**src/hw/rtl/hetr_pkg.sv**
```systemverilog
// Shared types and constants of the hashed entry table.
package hetr_pkg;

   // Bound kinds of an entry.
   localparam logic [1:0] BOUND_NONE  = 2'd0;
   localparam logic [1:0] BOUND_UPPER = 2'd1;
   localparam logic [1:0] BOUND_LOWER = 2'd2;
   localparam logic [1:0] BOUND_EXACT = 2'd3;

   // Request modes.
   localparam logic MODE_PROBE = 1'b0;
   localparam logic MODE_STORE = 1'b1;

   // Configuration register indexes.
   localparam int CSR_INDEX_W = 1;
   localparam int CSR_DATA_W  = 15;
   localparam logic [CSR_INDEX_W-1:0] CSR_GENERATION     = 1'd0;
   localparam logic [CSR_INDEX_W-1:0] CSR_MATE_THRESHOLD = 1'd1;

   localparam logic [7:0]  GENERATION_RESET     = 8'd0;
   localparam logic [14:0] MATE_THRESHOLD_RESET = 15'd31744;

   // Margin that lets a store of the same position replace a slightly deeper entry.
   localparam logic signed [9:0] SAME_LOCK_MARGIN = 10'sd3;

   typedef struct packed {
      logic               mode;
      logic [63:0]        key;
      logic [15:0]        move_code;
      logic signed [15:0] score;
      logic signed [15:0] static_eval;
      logic signed [7:0]  search_depth;
      logic [1:0]         bound_kind;
      logic [7:0]         ply;
   } req_word_type;

   typedef struct packed {
      logic               hit;
      logic [15:0]        hit_move;
      logic signed [15:0] hit_score;
      logic signed [15:0] hit_eval;
      logic signed [7:0]  hit_depth;
      logic [1:0]         hit_bound;
   } rsp_word_type;

   typedef struct packed {
      logic capture;
      logic index_step;
      logic mem_read;
      logic commit;
      logic clear_write;
   } cmd_type;

   typedef struct packed {
      logic index_ready;
      logic clear_last;
      logic out_free;
   } status_type;

endpackage

```
**src/hw/rtl/hetr_ctrl.sv**
```systemverilog
// Controller state machine that sequences clearing, lookup and commit.
module hetr_ctrl (
   input  logic                clock,
   input  logic                reset,
   input  logic                req_valid,
   output logic                req_stall,
   input  hetr_pkg::status_type status,
   output hetr_pkg::cmd_type    cmd
);

   localparam logic [1:0] S_CLEAR  = 2'd0;
   localparam logic [1:0] S_IDLE   = 2'd1;
   localparam logic [1:0] S_LOOKUP = 2'd2;
   localparam logic [1:0] S_EVAL   = 2'd3;

   logic [1:0] state_ff;
   logic [1:0] state_in;

   always_comb begin
      state_in = state_ff;
      cmd      = '0;
      unique case (state_ff)
         S_CLEAR: begin
            cmd.clear_write = 1'b1;
            if (status.clear_last) begin
               state_in = S_IDLE;
            end
         end
         S_IDLE: begin
            if (req_valid) begin
               cmd.capture = 1'b1;
               state_in    = S_LOOKUP;
            end
         end
         S_LOOKUP: begin
            // The slot index may still be forming; read the slot once it is known.
            if (status.index_ready) begin
               cmd.mem_read = 1'b1;
               state_in     = S_EVAL;
            end else begin
               cmd.index_step = 1'b1;
            end
         end
         S_EVAL: begin
            if (status.out_free) begin
               cmd.commit = 1'b1;
               state_in   = S_IDLE;
            end
         end
         default: state_in = S_CLEAR;
      endcase
   end

   always_ff @(posedge clock) begin
      if (reset) begin
         state_ff <= S_CLEAR;
      end else begin
         state_ff <= state_in;
      end
   end

   assign req_stall = (state_ff != S_IDLE);

endmodule

```
**config.mk**
```make
export PLATFORM = sky130hd
export DESIGN_NAME = hetr_ctrl
export DESIGN_NICKNAME = d
export VERILOG_FILES = /design/src/hw/rtl/hetr_pkg.sv /design/src/hw/rtl/hetr_ctrl.sv
export SDC_FILE = /design/constraint.sdc
export NUM_CORES = 1
export LEC_CHECK = 0
export BUFFER_PORTS_ARGS = -buffer_cell sky130_fd_sc_hd__buf_4
export CAP_MARGIN = 20
export CORE_AREA = 2 2 39 41
export DETAILED_ROUTE_END_ITERATION = 8
export DIE_AREA = 0 0 41 43
export GPL_TIMING_DRIVEN = 0
export PLACE_DENSITY_LB_ADDON = 0.3
export SYNTH_ARGS = -nofsm -noshare
export SYNTH_HDL_FRONTEND = slang
export SYNTH_SLANG_ARGS = --single-unit
export TNS_END_PERCENT = 5
```
**constraint.sdc**
```tcl
create_clock -name clock -period 1.85 [get_ports clock]
set_input_delay 0.2775 -clock clock [delete_from_list [all_inputs] [get_ports clock]]
set_output_delay 0.2775 -clock clock [all_outputs]
set_load 0.05 [all_outputs]
```
==> reports/metrics.yaml <==
floorplanning:
  core_um2: 1380
  initial_core_util: 0.162
  die_y_um: 43
  ios: 12
  die-area_um2: 1760
  num_rows: 14
  die_w_um: 41
timing:
  setup_viol: 0
  tightestPinTransition_ns: 0.336
  drv_slew: 0
  fmax_mhz: 621
  skew_ns: 0.00613
  setup_ws_ns: 0.239
  period_share: 0.871
  finalSetupTns_ns: 0
  grt_setup_unrepaired: "no"
  min_period_ns: 1.61
  report.final.hold_viol_count: 0
  relSlewSlack: 0.776
logic_synthesis:
  yosysUniqueCellTypes: 12
  syn_inst: 23
  syn_avg_cell_area_um2: 9.74
  ys_seq_elements: 2
  syn_area_um2: 224
  ys_seq_area_frac: 0.179
  yosys_warnings: 0
  synthesis.nets: 33
final_layout:
  largest_reg_flops: 2
  utilization: 0.252
  drive_above_1_share: 0.486
  nets: 49
  top_regs: "state_ff (2)"
  antenna_cells: 0
  regMostFlops: "state_ff"
  area_growth_pct: 55.9
  finalNonFillerCells: 53
clock_network:
  cts_sinks: 2
  htreeDepth: 1
  clock_latency_ns: 0.23
  hold_buffers: 0
  cts_buffers: 3
  clk_pin_slew_worst_paths_ns: 0.03
  cts_setup_buffers: 0
  cts_buffer_depth: 2
  cts_tree: "yes"
  cts_root_buffer: "clkbuf_4"
  ctsResizeCount: 0
power_and_ir_drop:
  power_density_nw_per_um2: 1820
  peakVddDrop_mv: 0.638
  fin_total_pwr_mw: 0.635
  power.leakage_nw: 0.173
setup_path:
  critPathTopFamily: "compound AO/OA/AOI/OAI gates"
  timing.critical_path.to: "state_ff[0]$_SDFFE_PP0P_"
  cp_num_buf_inv: 1
  reg2reg_slack_ns: 0.24
  required_ns: 1.97
  max_stage_delay_ns: 0.38
  critPathCaptureType: "register"
  cpMaxStageDelayCell: "a2111oi_4"
  worstSetupStartpoint: "state_ff[0]$_SDFFE_PP0P_"
  reg2reg_from: "state_ff[0]$_SDFFE_PP0P_"
  worstReg2RegEnd: "state_ff[0]$_SDFFE_PP0P_"
  r2r_cells: 5
  cp_cell_sequence: "inv_1, ha_1, nor2b_4, a2111oi_4, mux2_4"
  startpoint_type: "register"
  crit_path_max_fanout: 3
  arrival_ns: 1.73
  path_depth: 5
  critPathKind: "reg -> reg"
route:
  drtAntennaViolNets: 0
  via_count: 187
  vias_per_cell: 3.53
  remaining_drc_errors: 0
  wire_per_inst_um: 7.55
  first_pass_iters: 2
  wl_um: 400
  first_iter_violations: 2
place:
  gp_congestion: 0.635
  io_buffers: 11
  placed_cells_incl_taps: 50
  post-place-ws_ns: 0.242
  hpwl_um: 317
min_path:
  hold_path.class: "in -> reg"
  holdCritStartpoint: "reset"
global_routing:
  gr-usage-all-layers: 0.0671
  grt_max_degree: 5
  antenna_found_initial: 0
  grt_overflow: 0
  grt_pass1_vias: 195
  grt_pass1_wl_um: 738
run:
  cap_violations: 0
status:
  status: "finished, final reports clean"
## stage by stage
| step | hold WS (ns) | instance area, µm² |
|---|---|---|
| after floorplan | 0.458 | 224 |
| after global placement | 0.521 | 327 |
| after detailed placement | 0.511 | 327 |
| after CTS | 0.345 | 349 |
| after global routing | 0.368 | 349 |
| final | 0.344 | 349 |
## cells in the mapped netlist
master,instances,share of area
a2111oi_4,1,0.12
and2_1,2,0.056
and2_2,1,0.034
dfxtp_1,2,0.18
ha_1,4,0.22
inv_1,4,0.067
mux2_4,1,0.067
mux2i_1,1,0.045
nand2b_1,2,0.056
nor2_1,2,0.034
nor2b_1,2,0.056
nor2b_4,1,0.061
## layer usage
metal / vias to the layer above / GRT usage / routed length [µm]
met5: - / 0 / 0
met4: 0 / 0.0400 / 0
met3: 0 / 0.0628 / 81
met2: 12 / 0.0781 / 139
met1: 74 / 0.0764 / 179
li1: 101 / - / -
## logic make-up (layout without fill, tap and decap cells)
logic type | count (synthesis) | count (layout) | synth area share
and+or+nand+nor | 10 | 10 | 0.296
buffers and inverters | 4 | 18 | 0.0670
DFF | 2 | 2 | 0.179
AOI/OAI and AO/OA | 1 | 1 | 0.123
adders and majority gates | 4 | 4 | 0.223
muxes | 2 | 2 | 0.112
## area by class of cell
type / instances / area, µm²
inverter: 4 / 15.0
fill: 155 / 1030
sequential: 2 / 40.0
tap: 16 / 20.0
timing repair buffer: 11 / 82.6
multi-input combinational: 17 / 169
clock buffer: 3 / 22.5
## layout by cell type (no fill, tap or decap)
cell type	instances
and2_2	1
nor2b_4	1
nor2b_1	2
a2111oi_4	1
mux2_4	1
nor2_1	2
buf_4	11
ha_1	4
mux2i_1	1
dfxtp_1	2
inv_1	4
clkbuf_4	3
and2_1	2
nand2b_1	2
## where the power goes
group	leakage, nW	switching, mW	internal, mW
combinational	0.143	0.272	0.179
clock	0.0138	0.0283	0.0718
sequential	0.0166	0.0191	0.0649
total	0.173	0.319	0.316
## worst min-delay path: cells and delay by family
| kind | cells | cell delay (ns) |
|---|---|---|
| buf+inv | 1 | 0.09 |
| simple gates | 1 | 0.09 |
| mux | 1 | 0.05 |
## how the worst min path moves through the flow
stage	endpoint	slack (ns)	cells past startpoint
2_1_floorplan	state_ff[1]$_SDFFE_PP0P_	0.46	2
3_3_place_gp	state_ff[1]$_SDFFE_PP0P_	0.52	2
3_5_place_dp	state_ff[1]$_SDFFE_PP0P_	0.51	2
4_1_cts	state_ff[1]$_SDFFE_PP0P_	0.34	3
5_1_grt	state_ff[1]$_SDFFE_PP0P_	0.37	3
6_report	state_ff[1]$_SDFFE_PP0P_	0.34	3
Note: power is estimated with default switching activity, not from simulation.
